--- src/rtl/ufb_pkg.sv ---
// Types and constants shared by the Ethernet/IPv4/UDP frame builder.
package ufb_pkg;

  localparam int unsigned HDR_LEN   = 42;
  localparam int unsigned MIN_FRAME = 60;
  localparam int unsigned SUM_STEPS = 5;

  localparam logic [7:0]  IP_VER_IHL   = 8'h45;
  localparam logic [15:0] ETHERTYPE    = 16'h0800;
  localparam logic [15:0] IP_FLAGS_DF  = 16'h4000;
  localparam logic [7:0]  IP_TTL       = 8'd64;
  localparam logic [7:0]  IP_PROTO_UDP = 8'd17;
  localparam logic [15:0] IP_LEN_ADD   = 16'd28;
  localparam logic [15:0] UDP_LEN_ADD  = 16'd8;

  // Fixed IPv4 header words folded into the checksum before the variable ones.
  localparam logic [15:0] CSUM_SEED = {IP_VER_IHL, 8'h00} + IP_FLAGS_DF
                                    + {IP_TTL, IP_PROTO_UDP};

  typedef enum logic [0:0] {
    CMD_START = 1'b0,
    CMD_BYTE  = 1'b1
  } cmd_e;

  typedef enum logic [1:0] {
    STAT_OK       = 2'd0,
    STAT_TOO_LONG = 2'd1,
    STAT_NO_ROOM  = 2'd2,
    STAT_NO_FRAME = 2'd3
  } status_e;

  typedef enum logic [2:0] {
    CFG_SRC_MAC   = 3'd0,
    CFG_DST_MAC   = 3'd1,
    CFG_SRC_IP    = 3'd2,
    CFG_DST_IP    = 3'd3,
    CFG_SRC_PORT  = 3'd4,
    CFG_DST_PORT  = 3'd5,
    CFG_FRAME_CAP = 3'd6
  } cfg_idx_e;

  typedef struct packed {
    cmd_e        cmd;
    logic [15:0] pay_len;
    logic [7:0]  data_byte;
  } in_item_t;

  typedef struct packed {
    logic [7:0] out_byte;
    logic       frame_end;
    status_e    status;
  } out_item_t;

  typedef struct packed {
    logic [2:0]  index;
    logic [47:0] value;
  } cfg_wr_t;

  typedef struct packed {
    logic [47:0] src_mac;
    logic [47:0] dst_mac;
    logic [31:0] src_ip;
    logic [31:0] dst_ip;
    logic [15:0] src_port;
    logic [15:0] dst_port;
    logic [15:0] frame_capacity;
  } cfg_t;

  typedef struct packed {
    logic        init;
    logic        add;
    logic [15:0] word;
  } csum_ctl_t;

endpackage

--- src/rtl/ufb_chan_if.sv ---
// Valid/ready channel carrying one payload struct per transaction.
interface ufb_chan_if #(
  parameter type T = logic
) ();
  logic valid;
  logic ready;
  T     data;

  modport source (output valid, output data, input ready);
  modport sink   (input valid, input data, output ready);
endinterface

--- src/rtl/ufb_cfg_regs.sv ---
// Configuration register bank of the frame builder.
module ufb_cfg_regs (
  input  logic           clk_i,
  input  logic           rst_ni,
  input  logic           wr_vld_i,
  input  ufb_pkg::cfg_wr_t wr_i,
  output ufb_pkg::cfg_t  cfg_o
);

  ufb_pkg::cfg_t cfg_q;

  always_ff @(posedge clk_i or negedge rst_ni) begin
    if (!rst_ni) begin
      cfg_q                <= '0;
      cfg_q.frame_capacity <= 16'hFFFF;
    end else if (wr_vld_i) begin
      unique case (wr_i.index)
        ufb_pkg::CFG_SRC_MAC:   cfg_q.src_mac        <= wr_i.value;
        ufb_pkg::CFG_DST_MAC:   cfg_q.dst_mac        <= wr_i.value;
        ufb_pkg::CFG_SRC_IP:    cfg_q.src_ip         <= wr_i.value[31:0];
        ufb_pkg::CFG_DST_IP:    cfg_q.dst_ip         <= wr_i.value[31:0];
        ufb_pkg::CFG_SRC_PORT:  cfg_q.src_port       <= wr_i.value[15:0];
        ufb_pkg::CFG_DST_PORT:  cfg_q.dst_port       <= wr_i.value[15:0];
        ufb_pkg::CFG_FRAME_CAP: cfg_q.frame_capacity <= wr_i.value[15:0];
        default: ;
      endcase
    end
  end

  assign cfg_o = cfg_q;

endmodule

--- src/rtl/ufb_csum.sv ---
// Ones-complement adder that builds the IPv4 header checksum one word a cycle.
module ufb_csum (
  input  logic              clk_i,
  input  logic              rst_ni,
  input  ufb_pkg::csum_ctl_t ctl_i,
  output logic [15:0]       csum_o
);

  logic [15:0] acc_q, acc_d;
  logic [16:0] sum;

  always_comb begin
    sum   = {1'b0, acc_q} + {1'b0, ctl_i.word};
    acc_d = acc_q;
    if (ctl_i.init) begin
      acc_d = ufb_pkg::CSUM_SEED;
    end else if (ctl_i.add) begin
      // end-around carry
      acc_d = sum[15:0] + {15'd0, sum[16]};
    end
  end

  always_ff @(posedge clk_i or negedge rst_ni) begin
    if (!rst_ni) begin
      acc_q <= '0;
    end else begin
      acc_q <= acc_d;
    end
  end

  assign csum_o = ~acc_q;

endmodule

--- src/rtl/ufb_seq.sv ---
// Sequencer: start checks, checksum steps, header bytes, payload pass-through, padding.
module ufb_seq #(
  parameter int MAX_PAYLOAD = 1472
) (
  input  logic                clk_i,
  input  logic                rst_ni,
  input  ufb_pkg::cfg_t       cfg_i,
  input  logic                in_vld_i,
  input  ufb_pkg::in_item_t   in_data_i,
  output logic                in_rdy_o,
  output logic                out_vld_o,
  output ufb_pkg::out_item_t  out_data_o,
  input  logic                out_rdy_i,
  output ufb_pkg::csum_ctl_t  csum_ctl_o,
  input  logic [15:0]         csum_i
);

  localparam int PLW = $clog2(MAX_PAYLOAD + 2);

  typedef enum logic [1:0] {
    S_IDLE,
    S_SUM,
    S_HDR,
    S_PAD
  } state_e;

  state_e             state_q;
  logic               out_vld_q;
  ufb_pkg::out_item_t out_q;
  logic               open_q;
  logic [PLW-1:0]     left_q;
  logic [PLW-1:0]     len_q;
  logic [4:0]         pad_q;
  logic [5:0]         idx_q;

  logic        ld_ok;
  logic        in_acc;
  logic        too_long;
  logic        no_room;
  logic [16:0] flen;
  logic [16:0] need;
  logic [4:0]  start_pad;
  logic [15:0] ip_len;
  logic [15:0] udp_len;
  logic [7:0]  hdr_byte;

  always_comb begin
    ld_ok     = !out_vld_q || out_rdy_i;
    in_rdy_o  = (state_q == S_IDLE) && ld_ok;
    in_acc    = in_vld_i && in_rdy_o;
    too_long  = in_data_i.pay_len > 16'(MAX_PAYLOAD);
    flen      = {1'b0, in_data_i.pay_len} + 17'(ufb_pkg::HDR_LEN);
    need      = (flen < 17'(ufb_pkg::MIN_FRAME)) ? 17'(ufb_pkg::MIN_FRAME) : flen;
    no_room   = {1'b0, cfg_i.frame_capacity} < need;
    start_pad = (flen < 17'(ufb_pkg::MIN_FRAME))
              ? 5'(ufb_pkg::MIN_FRAME - ufb_pkg::HDR_LEN) - in_data_i.pay_len[4:0]
              : 5'd0;
    ip_len    = 16'(len_q) + ufb_pkg::IP_LEN_ADD;
    udp_len   = 16'(len_q) + ufb_pkg::UDP_LEN_ADD;
  end

  // Checksum unit control: seed on an accepted start, then one word per step.
  always_comb begin
    csum_ctl_o.init = in_acc && (in_data_i.cmd == ufb_pkg::CMD_START) && !too_long && !no_room;
    csum_ctl_o.add  = (state_q == S_SUM);
    unique case (idx_q[2:0])
      3'd0:    csum_ctl_o.word = ip_len;
      3'd1:    csum_ctl_o.word = {cfg_i.src_ip[7:0],   cfg_i.src_ip[15:8]};
      3'd2:    csum_ctl_o.word = {cfg_i.src_ip[23:16], cfg_i.src_ip[31:24]};
      3'd3:    csum_ctl_o.word = {cfg_i.dst_ip[7:0],   cfg_i.dst_ip[15:8]};
      3'd4:    csum_ctl_o.word = {cfg_i.dst_ip[23:16], cfg_i.dst_ip[31:24]};
      default: csum_ctl_o.word = 16'd0;
    endcase
  end

  always_comb begin
    unique case (idx_q)
      6'd0:    hdr_byte = cfg_i.dst_mac[47:40];
      6'd1:    hdr_byte = cfg_i.dst_mac[39:32];
      6'd2:    hdr_byte = cfg_i.dst_mac[31:24];
      6'd3:    hdr_byte = cfg_i.dst_mac[23:16];
      6'd4:    hdr_byte = cfg_i.dst_mac[15:8];
      6'd5:    hdr_byte = cfg_i.dst_mac[7:0];
      6'd6:    hdr_byte = cfg_i.src_mac[47:40];
      6'd7:    hdr_byte = cfg_i.src_mac[39:32];
      6'd8:    hdr_byte = cfg_i.src_mac[31:24];
      6'd9:    hdr_byte = cfg_i.src_mac[23:16];
      6'd10:   hdr_byte = cfg_i.src_mac[15:8];
      6'd11:   hdr_byte = cfg_i.src_mac[7:0];
      6'd12:   hdr_byte = ufb_pkg::ETHERTYPE[15:8];
      6'd13:   hdr_byte = ufb_pkg::ETHERTYPE[7:0];
      6'd14:   hdr_byte = ufb_pkg::IP_VER_IHL;
      6'd15:   hdr_byte = 8'h00;
      6'd16:   hdr_byte = ip_len[15:8];
      6'd17:   hdr_byte = ip_len[7:0];
      6'd18:   hdr_byte = 8'h00;
      6'd19:   hdr_byte = 8'h00;
      6'd20:   hdr_byte = ufb_pkg::IP_FLAGS_DF[15:8];
      6'd21:   hdr_byte = ufb_pkg::IP_FLAGS_DF[7:0];
      6'd22:   hdr_byte = ufb_pkg::IP_TTL;
      6'd23:   hdr_byte = ufb_pkg::IP_PROTO_UDP;
      6'd24:   hdr_byte = csum_i[15:8];
      6'd25:   hdr_byte = csum_i[7:0];
      6'd26:   hdr_byte = cfg_i.src_ip[7:0];
      6'd27:   hdr_byte = cfg_i.src_ip[15:8];
      6'd28:   hdr_byte = cfg_i.src_ip[23:16];
      6'd29:   hdr_byte = cfg_i.src_ip[31:24];
      6'd30:   hdr_byte = cfg_i.dst_ip[7:0];
      6'd31:   hdr_byte = cfg_i.dst_ip[15:8];
      6'd32:   hdr_byte = cfg_i.dst_ip[23:16];
      6'd33:   hdr_byte = cfg_i.dst_ip[31:24];
      6'd34:   hdr_byte = cfg_i.src_port[7:0];
      6'd35:   hdr_byte = cfg_i.src_port[15:8];
      6'd36:   hdr_byte = cfg_i.dst_port[7:0];
      6'd37:   hdr_byte = cfg_i.dst_port[15:8];
      6'd38:   hdr_byte = udp_len[15:8];
      6'd39:   hdr_byte = udp_len[7:0];
      default: hdr_byte = 8'h00;
    endcase
  end

  always_ff @(posedge clk_i or negedge rst_ni) begin
    if (!rst_ni) begin
      state_q   <= S_IDLE;
      out_vld_q <= 1'b0;
      out_q     <= '0;
      open_q    <= 1'b0;
      left_q    <= '0;
      len_q     <= '0;
      pad_q     <= '0;
      idx_q     <= '0;
    end else begin
      if (out_vld_q && out_rdy_i) begin
        out_vld_q <= 1'b0;
      end
      unique case (state_q)
        S_IDLE: begin
          if (in_acc) begin
            out_vld_q <= 1'b1;
            if (in_data_i.cmd == ufb_pkg::CMD_BYTE) begin
              if (!open_q) begin
                out_q <= '{8'h00, 1'b1, ufb_pkg::STAT_NO_FRAME};
              end else begin
                left_q <= left_q - PLW'(1);
                out_q  <= '{in_data_i.data_byte,
                            (left_q == PLW'(1)) && (pad_q == 5'd0), ufb_pkg::STAT_OK};
                if (left_q == PLW'(1)) begin
                  open_q <= 1'b0;
                  if (pad_q != 5'd0) begin
                    state_q <= S_PAD;
                  end
                end
              end
            end else begin
              // A start drops any open frame.
              open_q <= 1'b0;
              left_q <= '0;
              pad_q  <= '0;
              if (too_long) begin
                out_q <= '{8'h00, 1'b1, ufb_pkg::STAT_TOO_LONG};
              end else if (no_room) begin
                out_q <= '{8'h00, 1'b1, ufb_pkg::STAT_NO_ROOM};
              end else begin
                out_vld_q <= out_vld_q && !out_rdy_i;
                len_q     <= in_data_i.pay_len[PLW-1:0];
                pad_q     <= start_pad;
                idx_q     <= '0;
                state_q   <= S_SUM;
              end
            end
          end
        end
        S_SUM: begin
          idx_q <= idx_q + 6'd1;
          if (idx_q == 6'(ufb_pkg::SUM_STEPS - 1)) begin
            idx_q   <= '0;
            state_q <= S_HDR;
          end
        end
        S_HDR: begin
          if (ld_ok) begin
            out_vld_q <= 1'b1;
            out_q     <= '{hdr_byte, 1'b0, ufb_pkg::STAT_OK};
            idx_q     <= idx_q + 6'd1;
            if (idx_q == 6'(ufb_pkg::HDR_LEN - 1)) begin
              if (len_q == '0) begin
                state_q <= S_PAD;
              end else begin
                open_q  <= 1'b1;
                left_q  <= len_q;
                state_q <= S_IDLE;
              end
            end
          end
        end
        S_PAD: begin
          if (ld_ok) begin
            out_vld_q <= 1'b1;
            out_q     <= '{8'h00, pad_q == 5'd1, ufb_pkg::STAT_OK};
            pad_q     <= pad_q - 5'd1;
            if (pad_q == 5'd1) begin
              state_q <= S_IDLE;
            end
          end
        end
        default: state_q <= S_IDLE;
      endcase
    end
  end

  assign out_vld_o  = out_vld_q;
  assign out_data_o = out_q;

endmodule

--- src/rtl/udp_ipv4_ethernet_frame_builder.sv ---
// Top level of the Ethernet/IPv4/UDP frame builder.
//
//  channel  dir  payload                              transaction
//  in_i     in   cmd, pay_len, data_byte              start or one payload byte
//  out_o    out  out_byte, frame_end, status          one frame byte or error
//  cfg_i    in   index (3b), value (48b)              register write, always ready
//
// A start gets its length checks on acceptance, feeds five words through the checksum
// adder, then sends 42 header bytes at one per cycle, plus padding when the frame is
// under 60 bytes. Payload bytes and error results go out one per cycle through a single
// output register; pad bytes after the last payload byte follow one per cycle
// while input is held off. Output stalls hold the sequencer in place, but for the
// checksum steps. Reset is asynchronous and needs no clearing pass.
module udp_ipv4_ethernet_frame_builder #(
  parameter int MAX_PAYLOAD = 1472
) (
  input  logic         clk_i,
  input  logic         rst_ni,
  ufb_chan_if.sink     in_i,
  ufb_chan_if.source   out_o,
  ufb_chan_if.sink     cfg_i
);

  ufb_pkg::cfg_t      cfg;
  ufb_pkg::csum_ctl_t csum_ctl;
  logic [15:0]        csum;
  logic               in_rdy;
  logic               out_vld;
  ufb_pkg::out_item_t out_data;

  assign cfg_i.ready = 1'b1;

  ufb_cfg_regs u_cfg_regs (
    .clk_i    (clk_i),
    .rst_ni   (rst_ni),
    .wr_vld_i (cfg_i.valid),
    .wr_i     (cfg_i.data),
    .cfg_o    (cfg)
  );

  ufb_csum u_csum (
    .clk_i  (clk_i),
    .rst_ni (rst_ni),
    .ctl_i  (csum_ctl),
    .csum_o (csum)
  );

  ufb_seq #(
    .MAX_PAYLOAD (MAX_PAYLOAD)
  ) u_seq (
    .clk_i      (clk_i),
    .rst_ni     (rst_ni),
    .cfg_i      (cfg),
    .in_vld_i   (in_i.valid),
    .in_data_i  (in_i.data),
    .in_rdy_o   (in_rdy),
    .out_vld_o  (out_vld),
    .out_data_o (out_data),
    .out_rdy_i  (out_o.ready),
    .csum_ctl_o (csum_ctl),
    .csum_i     (csum)
  );

  assign in_i.ready  = in_rdy;
  assign out_o.valid = out_vld;
  assign out_o.data  = out_data;

endmodule

--- src/flat_wrapper.sv ---
// flat-port wrapper written by rule: the top's interface ports become plain ports
module udp_ipv4_ethernet_frame_builder_flat 
#(
  parameter int MAX_PAYLOAD = 1472
)
  (clk_i, rst_ni, in_i_valid, in_i_data, in_i_ready, out_o_valid, out_o_data, out_o_ready, cfg_i_valid, cfg_i_data, cfg_i_ready);
  ufb_chan_if in_i_i ();
  ufb_chan_if out_o_i ();
  ufb_chan_if cfg_i_i ();
  input  logic clk_i;
  input  logic rst_ni;
  input wire logic [$bits(in_i_i.valid)-1:0] in_i_valid;
  input wire logic [$bits(in_i_i.data)-1:0] in_i_data;
  output wire logic [$bits(in_i_i.ready)-1:0] in_i_ready;
  output wire logic [$bits(out_o_i.valid)-1:0] out_o_valid;
  output wire logic [$bits(out_o_i.data)-1:0] out_o_data;
  input wire logic [$bits(out_o_i.ready)-1:0] out_o_ready;
  input wire logic [$bits(cfg_i_i.valid)-1:0] cfg_i_valid;
  input wire logic [$bits(cfg_i_i.data)-1:0] cfg_i_data;
  output wire logic [$bits(cfg_i_i.ready)-1:0] cfg_i_ready;
  assign in_i_i.valid = in_i_valid;
  assign in_i_i.data = in_i_data;
  assign in_i_ready = in_i_i.ready;
  assign out_o_valid = out_o_i.valid;
  assign out_o_data = out_o_i.data;
  assign out_o_i.ready = out_o_ready;
  assign cfg_i_i.valid = cfg_i_valid;
  assign cfg_i_i.data = cfg_i_data;
  assign cfg_i_ready = cfg_i_i.ready;
  udp_ipv4_ethernet_frame_builder #(.MAX_PAYLOAD(MAX_PAYLOAD)) u_core (.clk_i(clk_i), .rst_ni(rst_ni), .in_i(in_i_i), .out_o(out_o_i), .cfg_i(cfg_i_i));
endmodule
--- config.mk ---
export PLATFORM = sky130hd
export DESIGN_NAME = udp_ipv4_ethernet_frame_builder_flat
export DESIGN_NICKNAME = d
export VERILOG_FILES = /design/src/rtl/ufb_pkg.sv /design/src/rtl/ufb_chan_if.sv /design/src/rtl/ufb_cfg_regs.sv /design/src/rtl/ufb_csum.sv /design/src/rtl/ufb_seq.sv /design/src/rtl/udp_ipv4_ethernet_frame_builder.sv /design/src/flat_wrapper.sv
export SDC_FILE = /design/constraint.sdc
export NUM_CORES = 1
export LEC_CHECK = 0
export ABC_CLOCK_PERIOD_IN_PS = 6400
export BUFFER_PORTS_ARGS = -buffer_cell sky130_fd_sc_hd__buf_2
export CAP_MARGIN = 20
export CORE_MARGIN = 5
export CORE_UTILIZATION = 59
export CTS_BUF_LIST = sky130_fd_sc_hd__clkbuf_4
export CTS_CLUSTER_SIZE = 24
export DETAILED_ROUTE_END_ITERATION = 10
export PLACE_DENSITY = 0.75
export SYNTH_ARGS = -nofsm -noshare
export SYNTH_HDL_FRONTEND = slang
export SYNTH_HIERARCHICAL = 1
export SYNTH_SLANG_ARGS = --single-unit
export TNS_END_PERCENT = 1
--- constraint.sdc ---
create_clock -name clk_i -period 6.4 [get_ports clk_i]
set_input_delay 0.32 -clock clk_i [delete_from_list [all_inputs] [get_ports clk_i]]
set_output_delay 0.32 -clock clk_i [all_outputs]
set_load 0.01 [all_outputs]
==> reports/qor.csv <==
stage,metric,value,unit
sta,fin_ws,3357,ps
global_route,antenna_found_initial,0,
clock_network,cts_tree,built,
layout,fin_nets,571,
worst_setup_path,r2r_cells,8,
worst_hold_path,min_path_type,in -> async,
detailed_routing,drt-wirelength-per-cell,13.04,um
clock_network,clock_sinks,54,
layout,drive_gt1_frac,0.1316,
worst_setup_path,cp-start-kind,register,
placed_design,place_congestion,0.9262,
sta,setup_viol,0,
sta,slew_viol_final,0,
floorplanning,fp.dieH,93.97,um
clock_network,post_cts_resized,0,
detailed_routing,via_count,3332,
floorplanning,core_area,6832,um2
clock_network,cts_hold_buf,0,
detailed_routing,via_per_inst,5.306,
placed_design,hpwl,6265,um
detailed_routing,drc_errors,0,
global_route,grt_max_degree,55,
sta,worstMarginPinSlew,720.4,ps
detailed_routing,postRouteWirelength,8187,um
layout,multi_input_area,2791,um2
sta,hold_viol_final,0,
clock_network,cts_max_level,2,
worst_setup_path,worstPathArrival,3330,ps
clock_network,clockBufferDepth,2,
layout,fillers,580,
clock_network,clk-insertion-delay-late,380,ps
sta,finalCritPeriodShare,0.4754,
layout,synthToLayoutAreaGrowth,8.030,%
worst_setup_path,path_max_fanout,11,
clock_network,cts_root_buf,clkbuf_4,
global_route,grt_use_total,0.1998,
yosys,ys_warn_count,6,
floorplanning,row_count,30,
floorplanning,die_area,8830,um2
detailed_routing,ant_nets,0,
global_route,grt_pass1_vias,3226,
power,power_density,309.9,nW/um2
clock_network,post-cts-setup-buffers,0,
layout,seqCellArea,1371,um2
sta,fin_tns_setup,0,ps
worst_setup_path,path_class,reg -> reg,
worst_setup_path,cp.required,6680,ps
worst_setup_path,worstReg2RegStart,u_core/u_cfg_regs/cfg_o[4],
worst_setup_path,endpoint_kind,register,
sta,finalCriticalPeriod,3043,ps
floorplanning,num_io_pins,11,
yosys,synth_area,4160,um2
layout,fin_util,0.6579,
worst_setup_path,rrSetupSlack,3360,ps
detailed_routing,drt_first_pass_iters,4,
detailed_routing,drtIter0Drc,165,
global_route,overflow,0,
clock_network,cts_buffers,5,
global_route,grt_pass1_wl,14330,um
layout,diodes,0,
yosys,syn_area_per_cell,8.777,um2
run_status,status,completed,
worst_setup_path,rr_endpoint,u_core/u_seq/len_q[3],
sta,fmax,328.6,MHz
run,maxCapViolCount,0,
placed_design,dp_slack,3396,ps
floorplanning,start_util,0.6090,
yosys,syn-instance-count,474,
power,irDropWorstVdd,0.0001190,V
sta,relSlewSlack,0.5198,
power,p_leak,2.034,nW
sta,worst_clock_skew,18.54,ps
power,p_total,1.393,mW
placed_design,portBuffers,8,
sta,grt_setup_unrepaired,false,
floorplanning,die_width,93.97,um
clock_network,clk_pin_slew,170,ps
==> worst max path at each step <==
stage                                 from               endpoint  cells after the start
6_report        u_core/u_cfg_regs/cfg_o[4]  u_core/u_seq/len_q[3]                      8
5_1_grt        u_core/u_cfg_regs/cfg_o[10]  u_core/u_seq/idx_q[2]                      9
4_1_cts        u_core/u_cfg_regs/cfg_o[12]  u_core/u_seq/len_q[9]                      8
3_5_place_dp   u_core/u_cfg_regs/cfg_o[12]  u_core/u_seq/len_q[9]                      8
3_3_place_gp   u_core/u_cfg_regs/cfg_o[12]  u_core/u_seq/len_q[1]                      8
2_1_floorplan   u_core/u_cfg_regs/cfg_o[1]  u_core/u_seq/idx_q[0]                     10
==> routing by layer <==
metal,global-route usage,wire [um]
met4,0.06859,114
met1,0.2554,3719
met5,0,0
met3,0.02724,291
met2,0.3448,4062
==> critical path, cell delays in order (launching register included) <==
cell and delay, ps:
dfstp_2 560, ha_1 170, o21ai_0 100, a22oi_1 250, a2111oi_0 170, a211oi_1 550
o21ai_2 230, nor3_4 540, mux2_2 390
==> metrics by stage <==
| step | instances | hold slack (ps) | instance area [um2] |
|---|---|---|---|
| 6_report | 628 | 21.26 | 4494 |
| 5_1_grt | 628 | 36.69 | 4494 |
| 4_1_cts | 628 | 34.68 | 4494 |
| 3_5_place_dp | 620 | 487.3 | 4432 |
| 3_3_place_gp | 620 | 486.3 | 4432 |
| 2_1_floorplan | 555 | 24.41 | 4464 |
==> layout make-up <==
type                    instances  share of cell area
multi-input cells             434              0.6211
flip-flops and latches         54              0.3051
well taps                      96             0.02673
inverters                      27             0.02255
repair buffers                  9             0.01058
clock buffers                   5            0.008352
clock inverters                 3            0.005568
==> report_power, final <==
group	internal [mW]	switching, mW	total, mW
logic	0.283	0.426	0.709
registers	0.452	0.0719	0.523
clock network	0.0451	0.115	0.160
total	0.780	0.613	1.39
==> cell usage in the layout (no fill, tap or decap), types with 16 or more instances in the layout <==
cell,count
a21oi_1,25
conb_1,83
dfrtp_1,38
dfstp_2,16
ha_1,33
inv_1,27
mux2_2,20
nand2_1,28
nor2_1,47
nor3_1,20
o21ai_0,33
==> state kept, by name (all words and copies together) (netlist names) <==
| name | flops |
|---|---|
| u_core/u_seq/out_vld_o | 1 |
| u_core/u_seq/left_q | 11 |
| u_core/u_seq/out_data_o | 1 |
| u_core/u_seq/len_q | 11 |
| u_core/u_seq/pad_q | 5 |
| u_core/u_seq/state_q | 2 |
| u_core/u_seq/open_q | 1 |
| u_core/u_cfg_regs/cfg_o | 16 |
| u_core/u_seq/idx_q | 6 |
Note: power is estimated with default switching activity, not from simulation.
